`src/rtl/multi_delimiter_splitter_core_defines.svh`:
```
// Assertion macros used by the splitter datapath.
`ifndef MULTI_DELIMITER_SPLITTER_CORE_DEFINES_SVH
`define MULTI_DELIMITER_SPLITTER_CORE_DEFINES_SVH

// Same-cycle implication, disabled while reset is high.
`define MDS_ASSERT_IMP(label, clk, rst, ante, cons, msg) \
   label: assert property (@(posedge clk) disable iff (rst) (ante) |-> (cons)) \
      else $error(msg);

// Next-cycle implication, disabled while reset is high.
`define MDS_ASSERT_NXT(label, clk, rst, ante, cons, msg) \
   label: assert property (@(posedge clk) disable iff (rst) (ante) |=> (cons)) \
      else $error(msg);

`endif

```
`src/rtl/mds_pkg.sv`:
```
// Types, register indexes and helpers shared by the splitter modules.
package mds_pkg;

   // Delimiter register slots and field widths
   localparam int NumWords  = 4;
   localparam int CsrIdxW   = 3;
   localparam int CsrDataW  = 64;
   localparam int LenFieldW = 4;

   // Configuration register indexes
   localparam logic [CsrIdxW-1:0] REG_WORD_A  = 3'd0;
   localparam logic [CsrIdxW-1:0] REG_WORD_B  = 3'd1;
   localparam logic [CsrIdxW-1:0] REG_WORD_C  = 3'd2;
   localparam logic [CsrIdxW-1:0] REG_WORD_D  = 3'd3;
   localparam logic [CsrIdxW-1:0] REG_LENGTHS = 3'd4;
   localparam logic [CsrIdxW-1:0] REG_FOLD    = 3'd5;

   // Result kinds
   localparam logic KIND_DATA = 1'b0;
   localparam logic KIND_END  = 1'b1;

   // Controller states
   typedef enum logic [1:0] {
      ST_IDLE,
      ST_STEP,
      ST_FLUSH,
      ST_CLOSE
   } state_type;

   // Controller to datapath commands
   typedef struct packed {
      logic append;    // write the accepted byte into the window
      logic decide;    // one decision at the window head, result to output
      logic close;     // end-of-text marker to output
      logic run_last;  // result is the last one for its input beat
   } ctrl_cmd_type;

   // Datapath to controller status
   typedef struct packed {
      logic out_free;     // output register can take a result this cycle
      logic full_next;    // window fills with the next appended byte
      logic drain_empty;  // window empty after the current decision
   } dp_stat_type;

   // ASCII lower-case folding
   function automatic logic [7:0] fold_byte(input logic [7:0] b, input logic en);
      logic [7:0] r;
      r = b;
      if (en && b >= 8'h41 && b <= 8'h5a) begin
         r = b + 8'h20;
      end
      return r;
   endfunction

endpackage

```
`src/rtl/mds_ctrl.sv`:
```
// Splitter controller: sequences accept, decisions, flush and close.
module mds_ctrl (
   input  logic                 clock,
   input  logic                 reset,
   input  logic                 req_valid,
   input  logic                 req_text_last,
   output logic                 req_ready,
   input  mds_pkg::dp_stat_type stat,
   output mds_pkg::ctrl_cmd_type cmd
);
   import mds_pkg::*;

   state_type state_ff, state_in;

   // State register
   always_ff @(posedge clock) begin
      if (reset) begin
         state_ff <= ST_IDLE;
      end else begin
         state_ff <= state_in;
      end
   end

   // Next state
   always_comb begin
      state_in = state_ff;
      unique case (state_ff)
         ST_IDLE: begin
            if (req_valid) begin
               if (req_text_last) begin
                  state_in = ST_FLUSH;
               end else if (stat.full_next) begin
                  state_in = ST_STEP;
               end
            end
         end
         ST_STEP: begin
            if (stat.out_free) state_in = ST_IDLE;
         end
         ST_FLUSH: begin
            if (stat.out_free && stat.drain_empty) state_in = ST_CLOSE;
         end
         ST_CLOSE: begin
            if (stat.out_free) state_in = ST_IDLE;
         end
         default: state_in = ST_IDLE;
      endcase
   end

   // Outputs
   always_comb begin
      req_ready    = 1'b0;
      cmd          = '0;
      unique case (state_ff)
         ST_IDLE: begin
            req_ready  = 1'b1;
            cmd.append = req_valid;
         end
         ST_STEP: begin
            cmd.decide   = stat.out_free;
            cmd.run_last = 1'b1;
         end
         ST_FLUSH: begin
            cmd.decide = stat.out_free;
         end
         ST_CLOSE: begin
            cmd.close    = stat.out_free;
            cmd.run_last = 1'b1;
         end
         default: begin
            req_ready = 1'b0;
         end
      endcase
   end

endmodule

```
`src/rtl/mds_dpath.sv`:
```
// Splitter datapath: config registers, lookahead window, matcher, output register.
`include "multi_delimiter_splitter_core_defines.svh"

module mds_dpath #(
   parameter int MAX_DELIM_LEN = 8,
   parameter int NUM_DELIMS    = 4
) (
   input  logic                           clock,
   input  logic                           reset,
   input  mds_pkg::ctrl_cmd_type          cmd,
   output mds_pkg::dp_stat_type           stat,
   input  logic [7:0]                     req_text_byte,
   input  logic                           csr_valid,
   input  logic [mds_pkg::CsrIdxW-1:0]    csr_index,
   input  logic [mds_pkg::CsrDataW-1:0]   csr_data,
   output logic                           rsp_valid,
   input  logic                           rsp_ready,
   output logic                           rsp_item_kind,
   output logic [7:0]                     rsp_data_byte,
   output logic                           rsp_text_done,
   output logic                           rsp_run_last
);
   import mds_pkg::*;

   localparam int CntW       = $clog2(MAX_DELIM_LEN + 1);
   localparam int UsedDelims = (NUM_DELIMS < NumWords) ? NUM_DELIMS : NumWords;
   localparam logic [LenFieldW-1:0] MaxLen = LenFieldW'(MAX_DELIM_LEN);
   localparam logic [CntW-1:0] CntFullM1 = CntW'(MAX_DELIM_LEN - 1);

   // Configuration
   logic [CsrDataW-1:0]    word_ff [NumWords];
   logic [4*LenFieldW-1:0] lens_ff;
   logic                   fold_ff;

   // Window
   logic [7:0]      win_ff [MAX_DELIM_LEN];
   logic [7:0]      win_in [MAX_DELIM_LEN];
   logic [CntW-1:0] cnt_ff, cnt_in;

   // Matcher
   logic [LenFieldW-1:0] cand_len [UsedDelims];
   logic [LenFieldW-1:0] best_len;
   logic [LenFieldW-1:0] drop_len;
   logic [LenFieldW-1:0] cnt_ext;

   // Output register
   logic       out_valid_ff;
   logic       out_kind_ff;
   logic [7:0] out_byte_ff;
   logic       out_done_ff;
   logic       out_last_ff;
   logic       out_load;

   // Config writes; indexes past the list are ignored
   always_ff @(posedge clock) begin
      if (reset) begin
         for (int w = 0; w < NumWords; w++) word_ff[w] <= '0;
         lens_ff <= '0;
         fold_ff <= 1'b0;
      end else if (csr_valid) begin
         unique case (csr_index)
            REG_WORD_A:  word_ff[0] <= csr_data;
            REG_WORD_B:  word_ff[1] <= csr_data;
            REG_WORD_C:  word_ff[2] <= csr_data;
            REG_WORD_D:  word_ff[3] <= csr_data;
            REG_LENGTHS: lens_ff    <= csr_data[4*LenFieldW-1:0];
            REG_FOLD:    fold_ff    <= csr_data[0];
            default:     fold_ff    <= fold_ff;
         endcase
      end
   end

   assign cnt_ext = LenFieldW'(cnt_ff);

   // Per-delimiter compare at the window head
   always_comb begin
      for (int d = 0; d < UsedDelims; d++) begin
         logic [LenFieldW-1:0] len;
         logic                 hit;
         len = lens_ff[d*LenFieldW +: LenFieldW];
         hit = (len != '0) && (len <= MaxLen) && (len <= cnt_ext);
         for (int k = 0; k < MAX_DELIM_LEN; k++) begin
            if (LenFieldW'(k) < len &&
                fold_byte(win_ff[k], fold_ff) != fold_byte(word_ff[d][8*k +: 8], fold_ff)) begin
               hit = 1'b0;
            end
         end
         cand_len[d] = hit ? len : '0;
      end
   end

   // Longest match
   always_comb begin
      best_len = '0;
      for (int d = 0; d < UsedDelims; d++) begin
         if (cand_len[d] > best_len) best_len = cand_len[d];
      end
   end

   assign drop_len = (best_len != '0) ? best_len : LenFieldW'(1);

   // Window shift by the dropped byte count
   always_comb begin
      for (int i = 0; i < MAX_DELIM_LEN; i++) begin
         win_in[i] = win_ff[i];
         for (int n = 1; n < MAX_DELIM_LEN - i; n++) begin
            if (drop_len == LenFieldW'(n)) win_in[i] = win_ff[i + n];
         end
      end
   end

   always_comb begin
      cnt_in = cnt_ff;
      if (cmd.decide) begin
         cnt_in = cnt_ff - CntW'(drop_len);
      end else if (cmd.append) begin
         cnt_in = cnt_ff + CntW'(1);
      end
   end

   // Window storage
   always_ff @(posedge clock) begin
      if (cmd.decide) begin
         for (int i = 0; i < MAX_DELIM_LEN; i++) win_ff[i] <= win_in[i];
      end else if (cmd.append) begin
         for (int i = 0; i < MAX_DELIM_LEN; i++) begin
            if (cnt_ff == CntW'(i)) win_ff[i] <= req_text_byte;
         end
      end
   end

   always_ff @(posedge clock) begin
      if (reset) begin
         cnt_ff <= '0;
      end else begin
         cnt_ff <= cnt_in;
      end
   end

   // Output register
   assign out_load = cmd.decide || cmd.close;

   always_ff @(posedge clock) begin
      if (reset) begin
         out_valid_ff <= 1'b0;
      end else if (out_load) begin
         out_valid_ff <= 1'b1;
      end else if (rsp_ready) begin
         out_valid_ff <= 1'b0;
      end
   end

   always_ff @(posedge clock) begin
      if (cmd.close) begin
         out_kind_ff <= KIND_END;
         out_byte_ff <= 8'h00;
         out_done_ff <= 1'b1;
         out_last_ff <= cmd.run_last;
      end else if (cmd.decide) begin
         out_kind_ff <= (best_len != '0) ? KIND_END : KIND_DATA;
         out_byte_ff <= (best_len != '0) ? 8'h00 : win_ff[0];
         out_done_ff <= 1'b0;
         out_last_ff <= cmd.run_last;
      end
   end

   assign rsp_valid     = out_valid_ff;
   assign rsp_item_kind = out_kind_ff;
   assign rsp_data_byte = out_byte_ff;
   assign rsp_text_done = out_done_ff;
   assign rsp_run_last  = out_last_ff;

   // Status to the controller
   assign stat.out_free    = !out_valid_ff || rsp_ready;
   assign stat.full_next   = (cnt_ff == CntFullM1);
   assign stat.drain_empty = (cnt_in == '0);

   // Checks
   `MDS_ASSERT_IMP(a_append_room, clock, reset, cmd.append,
      cnt_ff < CntW'(MAX_DELIM_LEN), "byte appended to a full window")
   `MDS_ASSERT_IMP(a_decide_nonempty, clock, reset, cmd.decide,
      cnt_ff != '0, "decision on an empty window")
   `MDS_ASSERT_IMP(a_load_free, clock, reset, out_load,
      !out_valid_ff || rsp_ready, "result overwrote a pending beat")
   `MDS_ASSERT_IMP(a_close_empty, clock, reset, cmd.close,
      cnt_ff == '0, "text closed with bytes left in the window")
   `MDS_ASSERT_NXT(a_load_valid, clock, reset, out_load,
      out_valid_ff, "loaded result not presented")

endmodule

```
`src/rtl/multi_delimiter_splitter_core.sv`:
```
// Top level of the multi-delimiter text splitter.
// Usage:
//   req_* takes one text byte per beat with req_text_last on the final byte.
//   rsp_* gives result beats: data bytes of the current token, end-of-token
//   markers (one per matched delimiter), and a closing end-of-token with
//   rsp_text_done after the final byte. rsp_run_last flags the last result
//   caused by an input beat.
//   csr_* writes the delimiter words, lengths and fold flag; csr_ready is
//   always high and writes are meant for an idle block.
// Sequencing:
//   A byte that does not fill the lookahead window is taken while idle and
//   gives no result. A byte that fills it is accepted, then one decision at
//   the window head follows once the output is free; its result is
//   registered and visible the cycle after. The final byte is accepted, then
//   flush decisions empty the window, then the close marker follows; each
//   flush decision and the close marker use one output-register load.
// Reset clears the window count, the config registers and the output valid.
// While rsp_ready is low the controller holds its next result and stops
// accepting bytes once a decision is pending.
module multi_delimiter_splitter_core #(
   parameter int MAX_DELIM_LEN = 8,
   parameter int NUM_DELIMS    = 4
) (
   input  logic                          clock,
   input  logic                          reset,
   input  logic                          req_valid,
   output logic                          req_ready,
   input  logic [7:0]                    req_text_byte,
   input  logic                          req_text_last,
   output logic                          rsp_valid,
   input  logic                          rsp_ready,
   output logic                          rsp_item_kind,
   output logic [7:0]                    rsp_data_byte,
   output logic                          rsp_text_done,
   output logic                          rsp_run_last,
   input  logic                          csr_valid,
   output logic                          csr_ready,
   input  logic [mds_pkg::CsrIdxW-1:0]   csr_index,
   input  logic [mds_pkg::CsrDataW-1:0]  csr_data
);
   import mds_pkg::*;

   ctrl_cmd_type cmd;
   dp_stat_type  stat;

   assign csr_ready = 1'b1;

   // Controller
   mds_ctrl u_ctrl (
      .clock         (clock),
      .reset         (reset),
      .req_valid     (req_valid),
      .req_text_last (req_text_last),
      .req_ready     (req_ready),
      .stat          (stat),
      .cmd           (cmd)
   );

   // Datapath
   mds_dpath #(
      .MAX_DELIM_LEN (MAX_DELIM_LEN),
      .NUM_DELIMS    (NUM_DELIMS)
   ) u_dpath (
      .clock         (clock),
      .reset         (reset),
      .cmd           (cmd),
      .stat          (stat),
      .req_text_byte (req_text_byte),
      .csr_valid     (csr_valid),
      .csr_index     (csr_index),
      .csr_data      (csr_data),
      .rsp_valid     (rsp_valid),
      .rsp_ready     (rsp_ready),
      .rsp_item_kind (rsp_item_kind),
      .rsp_data_byte (rsp_data_byte),
      .rsp_text_done (rsp_text_done),
      .rsp_run_last  (rsp_run_last)
   );

endmodule

```
`config.mk`:
```
export PLATFORM = sky130hd
export DESIGN_NAME = multi_delimiter_splitter_core
export DESIGN_NICKNAME = d
export VERILOG_FILES = /design/src/rtl/mds_pkg.sv /design/src/rtl/mds_ctrl.sv /design/src/rtl/mds_dpath.sv /design/src/rtl/multi_delimiter_splitter_core.sv
export VERILOG_INCLUDE_DIRS = /design/src /design/src/rtl
export SDC_FILE = /design/constraint.sdc
export NUM_CORES = 1
export LEC_CHECK = 0
export BUFFER_PORTS_ARGS = -buffer_cell sky130_fd_sc_hd__buf_2
export CAP_MARGIN = 10
export CORE_MARGIN = 8
export CORE_UTILIZATION = 45
export CTS_BUF_LIST = sky130_fd_sc_hd__clkbuf_8
export CTS_CLUSTER_DIAMETER = 80
export DETAILED_ROUTE_END_ITERATION = 12
export PLACE_DENSITY = 0.72
export SKIP_LAST_GASP = 1
export SYNTH_ARGS = -nofsm -noshare
export SYNTH_HDL_FRONTEND = slang
export SYNTH_HIERARCHICAL = 1
export SYNTH_SLANG_ARGS = --single-unit
```
`constraint.sdc`:
```
create_clock -name clock -period 19.5 [get_ports clock]
set_input_delay 0.975 -clock clock [delete_from_list [all_inputs] [get_ports clock]]
set_output_delay 0.975 -clock clock [all_outputs]
set_load 0.01 [all_outputs]
```
After elaboration in Yosys (flattened, before gate mapping)
Memory sizes are Yosys's and may differ from the RTL's.
Cells that the tools add are included.
Widths: inputs -> output; s select.
{"block": "word_totals", "ramBits": 320, "latch_bits": 0, "rom_bits": 0, "n_memories": 2, "reg_bits": 35, "wordCells": 579}
{"block": "op_classes", "n_bitwise": 12, "n_eq_ne": 58, "div": 0, "magnitude_cmp": 124, "mul": 0, "n_mux": 192, "shifts": 0, "n_reduce_logical": 140, "n_addsub": 42}
{"name": "u_dpath.word_ff", "words": 4, "width": 64, "rd": 4, "rd_ports_with_merged_regs": 0, "write_ports": 4, "line_no": "mds_dpath.sv:31", "source": "logic [CsrDataW-1:0] word_ff [NumWords];"}
{"name": "u_dpath.win_ff", "words": 8, "width": 8, "rd": 8, "rd_ports_with_merged_regs": 0, "write_ports": 8, "line_no": "mds_dpath.sv:36", "source": "logic [7:0] win_ff [MAX_DELIM_LEN];"}
{"op": "$mux 8", "n": 77}
{"op": "$add 8x6->8 const B", "n": 40}
{"op": "$ge 8x7->1 const B", "n": 40}
{"op": "$le 8x7->1 const B", "n": 40}
{"op": "$mux 64", "n": 4}
{"op": "$ne 8x8->1", "n": 32}
{"op": "$logic_and 1x1->1", "n": 121}
{"op": "$mux 1", "n": 94}
{"op": "$lt 3x4->1 const A", "n": 16}
{"op": "$mux 4", "n": 11}
{"op": "$eq 4x3->1 const B", "n": 8}
{"op": "$lt 1x4->1 const A", "n": 8}
{"op": "$lt 2x4->1 const A", "n": 8}
{"op": "$reduce_bool 4->1", "n": 5}
{"op": "$eq 4x2->1 const B", "n": 4}
{"op": "$le 4x4->1", "n": 4}
{"op": "$le 4x4->1 const B", "n": 4}
{"op": "$gt 4x4->1", "n": 3}
{"op": "$or 1x1->1", "n": 12}
{"op": "$mux 2", "n": 5}
{"op": "$eq 4x1->1 const B", "n": 2}
{"op": "$logic_not 4->1", "n": 2}
{"op": "$eq 3x2->1 const B", "n": 2}
{"op": "$eq 3x3->1 const B", "n": 2}
{"op": "18 further kinds", "n": 24}

Logic depth before layout (Yosys ltp)
Gate-level depths: netlist of run 1.
An unclocked memory read counts as a cell.
{"block": "logic_depth", "word_depth": 35, "mapped_depth": 54, "mapped_depth_nobuf": 52}

Modules after synthesis
The synthesis of run 1 kept the hierarchy.
{"mod": "mds_dpath", "seq_area_each_um2": 10279.9, "instances": 1, "area_per_inst_um2": 23897.9, "cells_per_inst": 2404}
{"mod": "mds_ctrl", "seq_area_each_um2": 40.0, "instances": 1, "area_per_inst_um2": 237.7, "cells_per_inst": 27}
{"mod": "multi_delimiter_splitter_core", "seq_area_each_um2": 0.0, "instances": 1, "area_per_inst_um2": 11.3, "cells_per_inst": 2}

Least setup slack after synthesis of run 1
No wires, ideal clock.
{"block": "synth_timing", "path_type": "reg-to-reg", "startpoint": "memory u_dpath.win_ff[1][0], in the netlist u_dpath/win_ff[0][8]", "endpoint": "register u_ctrl.state_ff[0]", "slack_ns": 9.344, "arrival_time_ns": 10.035, "synth_period_minus_slack_ns": 10.156, "path_buffers": 3, "required_ns": 19.379, "stages_incl_launch_ff": 53, "path_cell_list": "edfxtp_1 -> buf_4 -> nor3_1 -> a21oi_1 -> a31oi_1 -> xor2_1 -> nor4_1 -> o221ai_2 -> nor3_1 -> and3_1 -> ha_1 -> nor2b_1 -> o21a_1 -> o21a_1 -> o21a_1 -> inv_1 -> and2_1 -> o2111a_1 -> (+17 left out) -> nand2b_1 -> nor4_1 -> and3_1 -> a221o_1 -> buf_2 -> o21bai_1 -> ha_1 -> inv_1 -> fa_1 -> xnor2_1 -> nand2_1 -> o21ai_0 -> nand4_1 -> mux2_2 -> nand2_1 -> nand2b_1 -> o2111a_2 -> mux2_4"}
{"element": "from (decl)", "line_no": "mds_dpath.sv:36"}
{"element": "to (signal assigned)", "line_no": "mds_ctrl.sv:20", "source": "state_ff <= state_in;"}
{"element": "to (decl)", "line_no": "mds_ctrl.sv:13", "source": "state_type state_ff, state_in;"}

==> results of run 1 <==
## cells in the final DEF (no fill, tap or decap), types with 93 or more instances in the layout
master	count
a21oi_1	117
and2_1	274
buf_2	93
edfxtp_1	321
inv_1	121
nand2_1	154
nor2_1	109
nor3_1	99
xnor2_1	131
xor2_1	127
## worst register-to-register path: cells and delay by family, from the launching register on
kind,cells,cell delay (ns)
and+or+nand+nor,17,3.84
xor gates and xnor gates,2,0.30
buffers and inverters,6,1.57
muxes,2,0.59
AOI/OAI and AO/OA,19,4.51
DFF,1,0.32
adders and majority gates,5,1.45
## Yosys cell counts (10+ instances only)
library cell | instances | area [sq um]
dfxtp_1 | 34 | 681
a21oi_1 | 117 | 586
nand2_1 | 154 | 578
clkbuf_1 | 79 | 297
nor3b_1 | 15 | 113
nand4_1 | 28 | 175
nor3_1 | 101 | 505
o21ai_0 | 73 | 365
or3_1 | 18 | 113
a41o_1 | 10 | 100
or2_2 | 11 | 68.8
nand3_1 | 58 | 290
edfxtp_1 | 321 | 9640
or4_1 | 24 | 180
a211oi_1 | 30 | 225
o31ai_1 | 12 | 90.1
a22o_1 | 10 | 87.6
o41ai_1 | 16 | 140
nand2b_1 | 20 | 125
mux2i_1 | 34 | 340
a21o_1 | 20 | 150
buf_4 | 12 | 90.1
a41oi_1 | 14 | 123
nor4_1 | 27 | 169
nor2_1 | 110 | 413
xor2_1 | 127 | 1110
nor2b_1 | 12 | 75.1
o21bai_1 | 10 | 75.1
inv_1 | 102 | 383
a31oi_1 | 41 | 257
o221ai_1 | 10 | 87.6
xnor2_1 | 131 | 1150
mux2_2 | 19 | 214
or2_1 | 12 | 75.1
and2_1 | 274 | 1710
o21a_1 | 17 | 128
a22oi_1 | 18 | 135
buf_2 | 29 | 145
ha_1 | 80 | 1000
o211ai_1 | 15 | 113
o22ai_1 | 11 | 68.8
## per-stage QoR
step	util	cell area, sq um	std cells
6_report	0.494	26400	3233
5_1_grt	0.493	26300	3231
4_1_cts	0.493	26300	3230
3_5_place_dp	0.469	25100	3111
3_3_place_gp	0.469	25100	3111
2_1_floorplan	-	24100	2433
## state kept, by name (all words and copies together) (netlist names)
register and flops:
u_dpath/word_ff 256, u_dpath/rsp_text_done 1, u_dpath/rsp_item_kind 1, u_dpath/rsp_run_last 1
u_dpath/rsp_valid 1, u_dpath/lens_ff 16, u_dpath/fold_ff 1, u_dpath/cnt_ext 4
u_dpath/win_ff 64, u_dpath/rsp_data_byte 8, u_ctrl/state_ff 2
## routing by layer
layer	share of wire	wire length [um]	track usage
met1	0.41	33500	0.336
met2	0.47	38200	0.429
met3	0.078	6420	0.0497
met4	0.047	3850	0.131
met5	0.00056	46	0
## how the worst min path moves through the flow
stage	cells after the start	to	slack (ns)
floorplan	2	u_dpath/lens_ff[10]	0.49
global placement	2	u_dpath/rsp_item_kind	0.45
detailed placement	1	u_dpath/rsp_data_byte[3]	0.46
CTS	1	u_dpath/rsp_data_byte[3]	0.48
global route	1	u_dpath/rsp_data_byte[3]	0.49
finish	1	u_dpath/rsp_data_byte[1]	0.48
## cells by family after synthesis
logic type,after synthesis
buffers and inverters,234
other,1
AOI/OAI and AO/OA,545
xor gates and xnor gates,258
and+or+nand+nor,903
muxes,56
DFF,355
adders and majority gates,81
## final cells by class
| type | instances | area share |
|---|---|---|
| tap | 696 | 0.0330 |
| multi-input combinational | 1844 | 0.488 |
| antenna | 3 | 0.000285 |
| inverter | 103 | 0.0147 |
| clock buffer | 74 | 0.0387 |
| timing repair buffer | 113 | 0.0234 |
| clock inverter | 45 | 0.00992 |
| sequential | 355 | 0.392 |
## where the power goes
part           switching, uW  internal (uW)
Clock                    336            376
Sequential               210            964
Combinational            455            312
Total                   1000           1650
==> impl_metrics.tcl, run 1 <==
set metrics [dict create \
    htreeDepth 3 \
    min-delay-start "u_dpath/rsp_data_byte[1]" \
    tightest_slew_ns 1.19 \
    worstPathArrival_ns 13.25 \
    clk_latency_ns 0.67 \
    slew_violations 0 \
    post-place-ws_ns 6.98 \
    drt-total-wl_um 82000 \
    drv_cap 0 \
    peakVddDrop_uv 51.7 \
    gp_congestion 0.970 \
    p_leak_uw 0.00947 \
    rsz0062_at_grt "no" \
    r2r-start "u_dpath/fold_ff" \
    synth_simple_gate_area_frac 0.204 \
    cp_slowest_cell "a221o_1" \
    r2r_cells 51 \
    die_h_um 248 \
    synth_cell_type_count 110 \
    ys.warnings.count 6 \
    cts_tree "done" \
    critPathTopFamily "compound AO/OA/AOI/OAI gates" \
    grt_first_pass_wirelength_um 123000 \
    ys_ff_latch 355 \
    synth-compound-area-share 0.167 \
    overflow 0 \
    dpl.hpwl_um 58900 \
    period_needed_ns 12.69 \
    crit_fanout 30 \
    clock.fmax_mhz 78.8 \
    num_vias 20098 \
    setup_tns_ns 0 \
    crit_cells 51 \
    dieArea_sq_um 61300 \
    core_sq_um 53400 \
    wl_per_cell_um 25.4 \
    synth_area_sq_um 24100 \
    num-nets-final 2647 \
    pin_count 95 \
    antenna_found_initial 7 \
    endpoint "u_ctrl/state_ff[0]" \
    status "finished, final reports clean" \
    area.growth.synth_to_final_pct 9.12 \
    synth_fa_ha_area_frac 0.0423 \
    grt_pass1_vias 19925 \
    drtIter0Drc 1700 \
    r2r-end "u_ctrl/state_ff[0]" \
    cts_buffer_depth 3 \
    power_uw 2650 \
    multi_input_area_sq_um 12900 \
    setup_viol_count_final 0 \
    synthFlopType "edfxtp_1" \
    synthMuxAreaShare 0.0247 \
    fin_crit_sh 0.651 \
    chipWidth_um 248 \
    drtPass1Iterations 6 \
    post-cts-setup-buffers 0 \
    fin_ws_ns 6.81 \
    cts_hold_buf 0 \
    yosys.area_share.xor_xnor 0.0936 \
    synth_edf_count 321 \
    drive_gt1_frac 0.117 \
    synth_area_per_cell_sq_um 9.92 \
    critPathRequiredTime_ns 20.06 \
    start_util 0.452 \
    max_stage_delay_ns 0.61 \
    cts_resized 0 \
    ant_nets 0 \
    worstSetupPathType "reg2reg" \
    ys_seq_area_frac 0.427 \
    seqCellArea_sq_um 10300 \
    std_cell_rows 85 \
    synth_top_family_by_area "simple AND/OR/NAND/NOR gates" \
    rrSetupSlack_ns 6.81 \
    cts_sinks 355 \
    crit_start "u_dpath/fold_ff" \
    synth.net_count 2595 \
    gr-usage-all-layers 0.264 \
    synth_cells 2433 \
    route.detailed.drc 0 \
    power_density_nw_per_um2 101 \
    grt_max_degree 65 \
    hold_violations 0 \
    path_clk_slew_ns 0.06 \
    hold_slack_ns 0.478 \
    place.port_buffers 93 \
    root_buffer "clkbuf_8" \
    fillers 4877 \
    relSlewSlack 0.210 \
    vias_per_cell 6.22 \
    end_kind "flop" \
    synth-async-reset-ratio 0 \
    cp_num_buf_inv 6 \
    cts_made_buffers 68 \
    hold_class "reg2reg" \
    fin_skew_ns 0.0487 \
    cp-start-kind "flop" \
]
Note: power is estimated with default switching activity, not from simulation.
==> inputs of run 2 (changes only) <==
- ABC_AREA: default -> 1
- clock period: 19.5 -> 12.38 ns (I/O delays scaled with it)
==> run 2 against run 1 <==
Against the previous run:
- register-to-register slack worse by 4.5 ns
- worst hold slack worse by 0.27 ns
- fmax is 25% higher
- largest cell class unchanged
- critical endpoint is now u_ctrl/state_ff[1]
- highest routed layer is now met4
- global-route usage decreased by 3.0 points
- combinational power rose by 120%
- sequential cell count unchanged
- cell count rose by 26%
- clock skew increased by 0.019 ns
- cell area is 0.64% higher
- via count rose by 11%
- sequential power is 64% higher
==> impl_metrics.tcl, run 2 <==
set metrics [dict create \
    layout_commonest_cell "nand2_1" \
    p_clk_frac 0.224 \
    overflow 0 \
    clock.fmax_mhz 98.8 \
    end_kind "flop" \
    crit_fanout 21 \
    cp-start-kind "flop" \
    top_register "u_dpath/word_ff" \
    num-nets-final 3494 \
    slew_violations 0 \
    gp_congestion 1.01 \
    drtPass1Iterations 6 \
    peakVddDrop_uv 78.2 \
    worstPathArrival_ns 10.72 \
    num_vias 22290 \
    grt_max_degree 65 \
    ys_ff_latch 355 \
    synth_edf_count 321 \
    relSlewSlack 0.256 \
    hold_violations 0 \
    rsz0062_at_grt "no" \
    p_comb_frac 0.364 \
    area.growth.synth_to_final_pct 8.84 \
    cts_resized 0 \
    power_uw 4670 \
    drv_cap 0 \
    route.detailed.drc 0 \
    start_util 0.454 \
    post-cts-setup-buffers 0 \
    largest_reg_flops 256 \
    synth_simple_gate_area_frac 0.304 \
    ys.warnings.count 6 \
    max_stage_delay_ns 0.76 \
    worst_path_most_repeated_cell "nand2_1" \
    cp_num_buf_inv 11 \
    synthFlopType "edfxtp_1" \
    period_needed_ns 10.12 \
    p_sw_uw 1960 \
    gr-usage-all-layers 0.234 \
    pwr-share-seq 0.412 \
    fin_ws_ns 2.26 \
    cts_sinks 355 \
    synth.net_count 3419 \
    cts_hold_buf 0 \
    ant_nets 0 \
    p_leak_uw 0.0119 \
    synth_fa_ha_area_frac 0.0419 \
    cts_made_buffers 60 \
    critPathTopFamily "simple AND/OR/NAND/NOR gates" \
    most-common-layout-cells "nand2_1, nor2_1, inv_1" \
    fin_skew_ns 0.0674 \
    fin_crit_sh 0.818 \
    worstSetupPathType "reg2reg" \
    drtIter0Drc 2392 \
    dieArea_sq_um 61800 \
    synth_top_cells_by_area "edfxtp_1, nand2_1, nor2_1, inv_1, ha_1" \
    die_h_um 249 \
    status "finished, final reports clean" \
    synth_cells 3257 \
    dp.cells 3966 \
    power_density_nw_per_um2 176 \
    chipWidth_um 249 \
    cts_tree "done" \
    place.port_buffers 93 \
    antenna_found_initial 1 \
    core_sq_um 53700 \
    vias_per_cell 5.47 \
    synth_area_per_cell_sq_um 7.48 \
    yosys.area.top_type "edfxtp_1" \
    synthMuxAreaShare 0 \
    synth_cell_type_count 60 \
    cts_buffer_depth 3 \
    clk_latency_ns 0.70 \
    critPathRequiredTime_ns 12.97 \
    tightest_slew_ns 1.12 \
    fin_cells 4077 \
    post-place-ws_ns 2.31 \
    cp_slowest_cell "dfxtp_2" \
    std_cell_rows 85 \
    hold_class "in2reg" \
    rrSetupSlack_ns 2.26 \
    setup_viol_count_final 0 \
    synth-async-reset-ratio 0 \
    grt_first_pass_wirelength_um 116000 \
    wl_per_cell_um 18.3 \
    yosys.area_share.xor_xnor 0.0385 \
    ys_seq_area_frac 0.424 \
    p_sw_frac 0.420 \
    pin_count 95 \
    drive_gt1_frac 0.0911 \
    setup_tns_ns 0 \
    largest_registers "u_dpath/word_ff x256, u_dpath/win_ff x64, u_dpath/lens_ff x16" \
    dpl.hpwl_um 56100 \
    synth_top_area_frac 0.396 \
    path_clk_slew_ns 0.06 \
    htreeDepth 2 \
    synth.most_common_cell "nand2_1" \
    synth-compound-area-share 0.102 \
    drt-total-wl_um 74600 \
    intPower_uw 2710 \
    final_util 0.494 \
    root_buffer "clkbuf_8" \
    synth_area_sq_um 24400 \
    synth_common_cells "nand2_1, nor2_1, inv_1" \
    synth_top_family_by_area "simple AND/OR/NAND/NOR gates" \
    grt_pass1_vias 21032 \
]
-- run 2: changes by cell type in the layout (fill, tap and decap cells not counted), moves of 34 or more --
cell / previous run / this run
nand2_1: 154 / 753
o22ai_1: 11 / 45
o21ai_0: 72 / 176
and2_1: 274 / 1
xor2_1: 127 / 50
nand4_1: 28 / 65
mux2i_1: 34 / 0
a31oi_1: 41 / 1
inv_1: 121 / 443
nor2_1: 109 / 580
nor3_1: 99 / 39
nand3_1: 58 / 186
xnor2_1: 131 / 57
-- run 2: path summary, 6_finish.rpt --
check,startpoint,to,cells past startpoint
min reg2reg,u_dpath/rsp_data_byte[3],u_dpath/rsp_data_byte[3],2
max,u_dpath/fold_ff,u_ctrl/state_ff[1],56
min,reset,u_dpath/cnt_ext[0],2
max reg2reg,u_dpath/fold_ff,u_ctrl/state_ff[1],56
-- run 2: cell type report --
cell class	instances	area [sq um]
Tap cell	696	871
Clock buffer	66	908
Clock inverter	44	275
Timing Repair Buffer	105	556
Inverter	451	1700
Sequential cell	355	10300
Antenna cell	1	2.50
Multi-Input combinational cell	2359	11900
Fill cell	5188	27200
-- run 2: power by group through the flow --
stage / registers (uW) / clock network (uW) / logic (uW)
floorplan: 1740 / 0 / 1300
global placement: 1930 / 0 / 1640
detailed placement: 1930 / 0 / 1660
CTS: 1910 / 1070 / 1670
global route: 1940 / 1120 / 1900
finish: 1920 / 1040 / 1700
-- run 2: through the flow --
stage,area [sq um],hold WS (ns)
after floorplan,24400,0.472
after global placement,25300,0.435
after detailed placement,25300,0.442
after CTS,26500,0.154
after global routing,26500,0.190
final,26500,0.204
-- run 2: layer usage --
| metal | wire [um] | global-route usage |
|---|---|---|
| met1 | 32000 | 0.306 |
| met2 | 33800 | 0.382 |
| met3 | 5680 | 0.0388 |
| met4 | 3110 | 0.0971 |
| met5 | 0 | 0 |
-- run 2: cells by family (layout without fill, tap and decap cells) --
logic type / Yosys count / in the layout
simple gates: 1734 / 1734
buf+inv: 543 / 666
compound gates: 436 / 436
flops: 355 / 355
xor+xnor: 107 / 107
fa+ha+maj: 81 / 81
other cells: 1 / 2
==> inputs of run 3 (changes only) <==
- ABC_AREA: 1 -> 0
- clock period: 12.38 -> 10.1 ns (I/O delays scaled with it)
==> run 3 against run 2 <==
Against the previous run:
- wire length up 7.9%
- largest power group unchanged
- die area down 0.83%
- power up 13%
- fmax up 3.4%
- sequential power up 9%
- cell area up 3.9%
- critical endpoint unchanged
- combinational power up 5%
- clock power up 34%
- global-route usage up 2.2 points
==> impl_metrics.tcl, run 3 (synthesis gave the netlist of run 1 again) <==
set metrics [dict create \
    status "finished, final reports clean" \
    place.port_buffers 93 \
    std_cell_rows 85 \
    ant_nets 0 \
    crit_fanout 6 \
    cts_tree "done" \
    hold_violations 0 \
    drt-total-wl_um 80500 \
    route.detailed.drc 0 \
    clock.fmax_mhz 102 \
    cp_slowest_cell "or4_4" \
    holdPathStages 3 \
    min_to "u_dpath/lens_ff[7]" \
    root_buffer "clkbuf_8" \
    htreeDepth 3 \
    multi_input_area_sq_um 13100 \
    cts_buffer_depth 3 \
    setup_viol_count_final 0 \
    finalInstanceArea_sq_um 27600 \
    drtPass1Iterations 6 \
    gr-usage-all-layers 0.257 \
    p_clk_frac 0.264 \
    overflow 0 \
    layout_commonest_cell "edfxtp_1" \
    power_density_nw_per_um2 191 \
    worstPathArrival_ns 10.34 \
    worst_path_most_repeated_cell "ha_1" \
    chipWidth_um 248 \
    fin_cells 3361 \
    die_h_um 248 \
    dp.cells 3216 \
    critPathRequiredTime_ns 10.65 \
    cts_sinks 355 \
    dieArea_sq_um 61300 \
    fin_skew_ns 0.0358 \
    top_register "u_dpath/word_ff" \
    grt_max_degree 65 \
    fillers 4810 \
    cts_made_buffers 67 \
    max_stage_delay_ns 0.54 \
    vias_per_cell 6.12 \
    tightest_slew_ns 1.14 \
    dpl.hpwl_um 59400 \
    hold_class "in2reg" \
    post-place-ws_ns -0.0359 \
    path_clk_slew_ns 0.06 \
    pwr-share-seq 0.397 \
    antenna_found_initial 3 \
    area.growth.synth_to_final_pct 14.1 \
    peakVddDrop_uv 123 \
    pin_count 95 \
    cp-start-kind "flop" \
    largest_reg_flops 256 \
    min-delay-start "csr_data[7]" \
    largest_registers "u_dpath/word_ff x256, u_dpath/win_ff x64, u_dpath/lens_ff x16" \
    grt_first_pass_wirelength_um 120000 \
    p_sw_frac 0.368 \
    critPathTopFamily "compound AO/OA/AOI/OAI gates" \
    rrSetupSlack_ns 0.31 \
    drv_cap 0 \
    p_comb_frac 0.339 \
    core_sq_um 53400 \
    period_needed_ns 9.79 \
    p_sw_uw 1940 \
    grt_pass1_vias 20260 \
    r2r-start "u_dpath/win_ff[0][13]" \
    r2r-end "u_ctrl/state_ff[1]" \
    end_kind "flop" \
    seqCellArea_sq_um 10300 \
    p_leak_uw 0.0102 \
    fin_ws_ns 0.312 \
    wl_per_cell_um 24.0 \
    setup_tns_ns 0 \
    intPower_uw 3330 \
    relSlewSlack 0.243 \
    num-nets-final 2776 \
    gp_congestion 1.01 \
    start_util 0.452 \
    slew_violations 0 \
    num_vias 20583 \
    fin_crit_sh 0.969 \
    most-common-layout-cells "edfxtp_1, and2_1, nand2_1" \
    r2r_cells 51 \
    power_uw 5270 \
    clk_latency_ns 0.67 \
    drive_gt1_frac 0.174 \
    placement.cell_area_sq_um 25900 \
    drtIter0Drc 1854 \
    worstSetupPathType "reg2reg" \
    cts_hold_buf 0 \
    cp_num_buf_inv 4 \
]
run 3: cell count changes in the layout (fill, tap and decap cells not counted), moves of 77 or more:
cell,before,now
and2_1,1,274
nor2_1,580,108
inv_1,443,123
nand2_1,753,153
buf_4,12,148
xor2_1,50,127
o21ai_0,176,67
nand3_1,186,57
run 3: layout make-up:
| class | count | area share |
|---|---|---|
| Antenna cell | 2 | 0.000182 |
| Clock buffer | 70 | 0.0350 |
| Clock inverter | 48 | 0.0120 |
| Inverter | 103 | 0.0141 |
| Multi-Input combinational cell | 1844 | 0.474 |
| Sequential cell | 355 | 0.375 |
| Tap cell | 696 | 0.0316 |
| Timing Repair Buffer | 243 | 0.0587 |
run 3: timing repair:
action	in CTS	in global routing
gates resized for setup	2	46
pin swaps	0	9
setup endpoints to repair	2	31
setup buffers	1	24
run 3: layer usage:
metal	vias up	routed length (um)	track usage
met5	-	13	0
met4	2	4360	0.145
met3	249	6310	0.0536
met2	889	37400	0.421
met1	10100	32500	0.313
li1	9343	-	-
run 3: how the worst max path moves through the flow:
stage                               endpoint             startpoint  depth (start not counted)
after floorplan           u_ctrl/state_ff[0]  u_dpath/win_ff[0][45]                         52
after global placement    u_ctrl/state_ff[1]   u_dpath/win_ff[0][3]                         49
after detailed placement  u_ctrl/state_ff[1]  u_dpath/win_ff[0][25]                         50
after CTS                 u_ctrl/state_ff[1]  u_dpath/win_ff[0][40]                         50
after global routing      u_ctrl/state_ff[0]  u_dpath/win_ff[0][13]                         51
final                     u_ctrl/state_ff[1]  u_dpath/win_ff[0][13]                         51
run 3: worst min-delay path: stages:
cell     delay (ns)
buf_2          0.13
nand2_1        0.06
a21oi_1        0.05
run 3: power by group through the flow:
| stage | combinational, uW | clock [uW] | sequential (uW) |
|---|---|---|---|
| finish | 1790 | 1390 | 2090 |
| global route | 1920 | 1480 | 2110 |
| CTS | 1680 | 1430 | 2090 |
| detailed placement | 1660 | 0 | 2130 |
| global placement | 1630 | 0 | 2110 |
| floorplan | 1180 | 0 | 2000 |
run 3: stage by stage:
stage,hold slack [ns],utilization
2_1_floorplan,0.486,-
3_3_place_gp,0.446,0.485
3_5_place_dp,0.466,0.485
4_1_cts,0.0912,0.510
5_1_grt,0.116,0.516
6_report,0.138,0.516
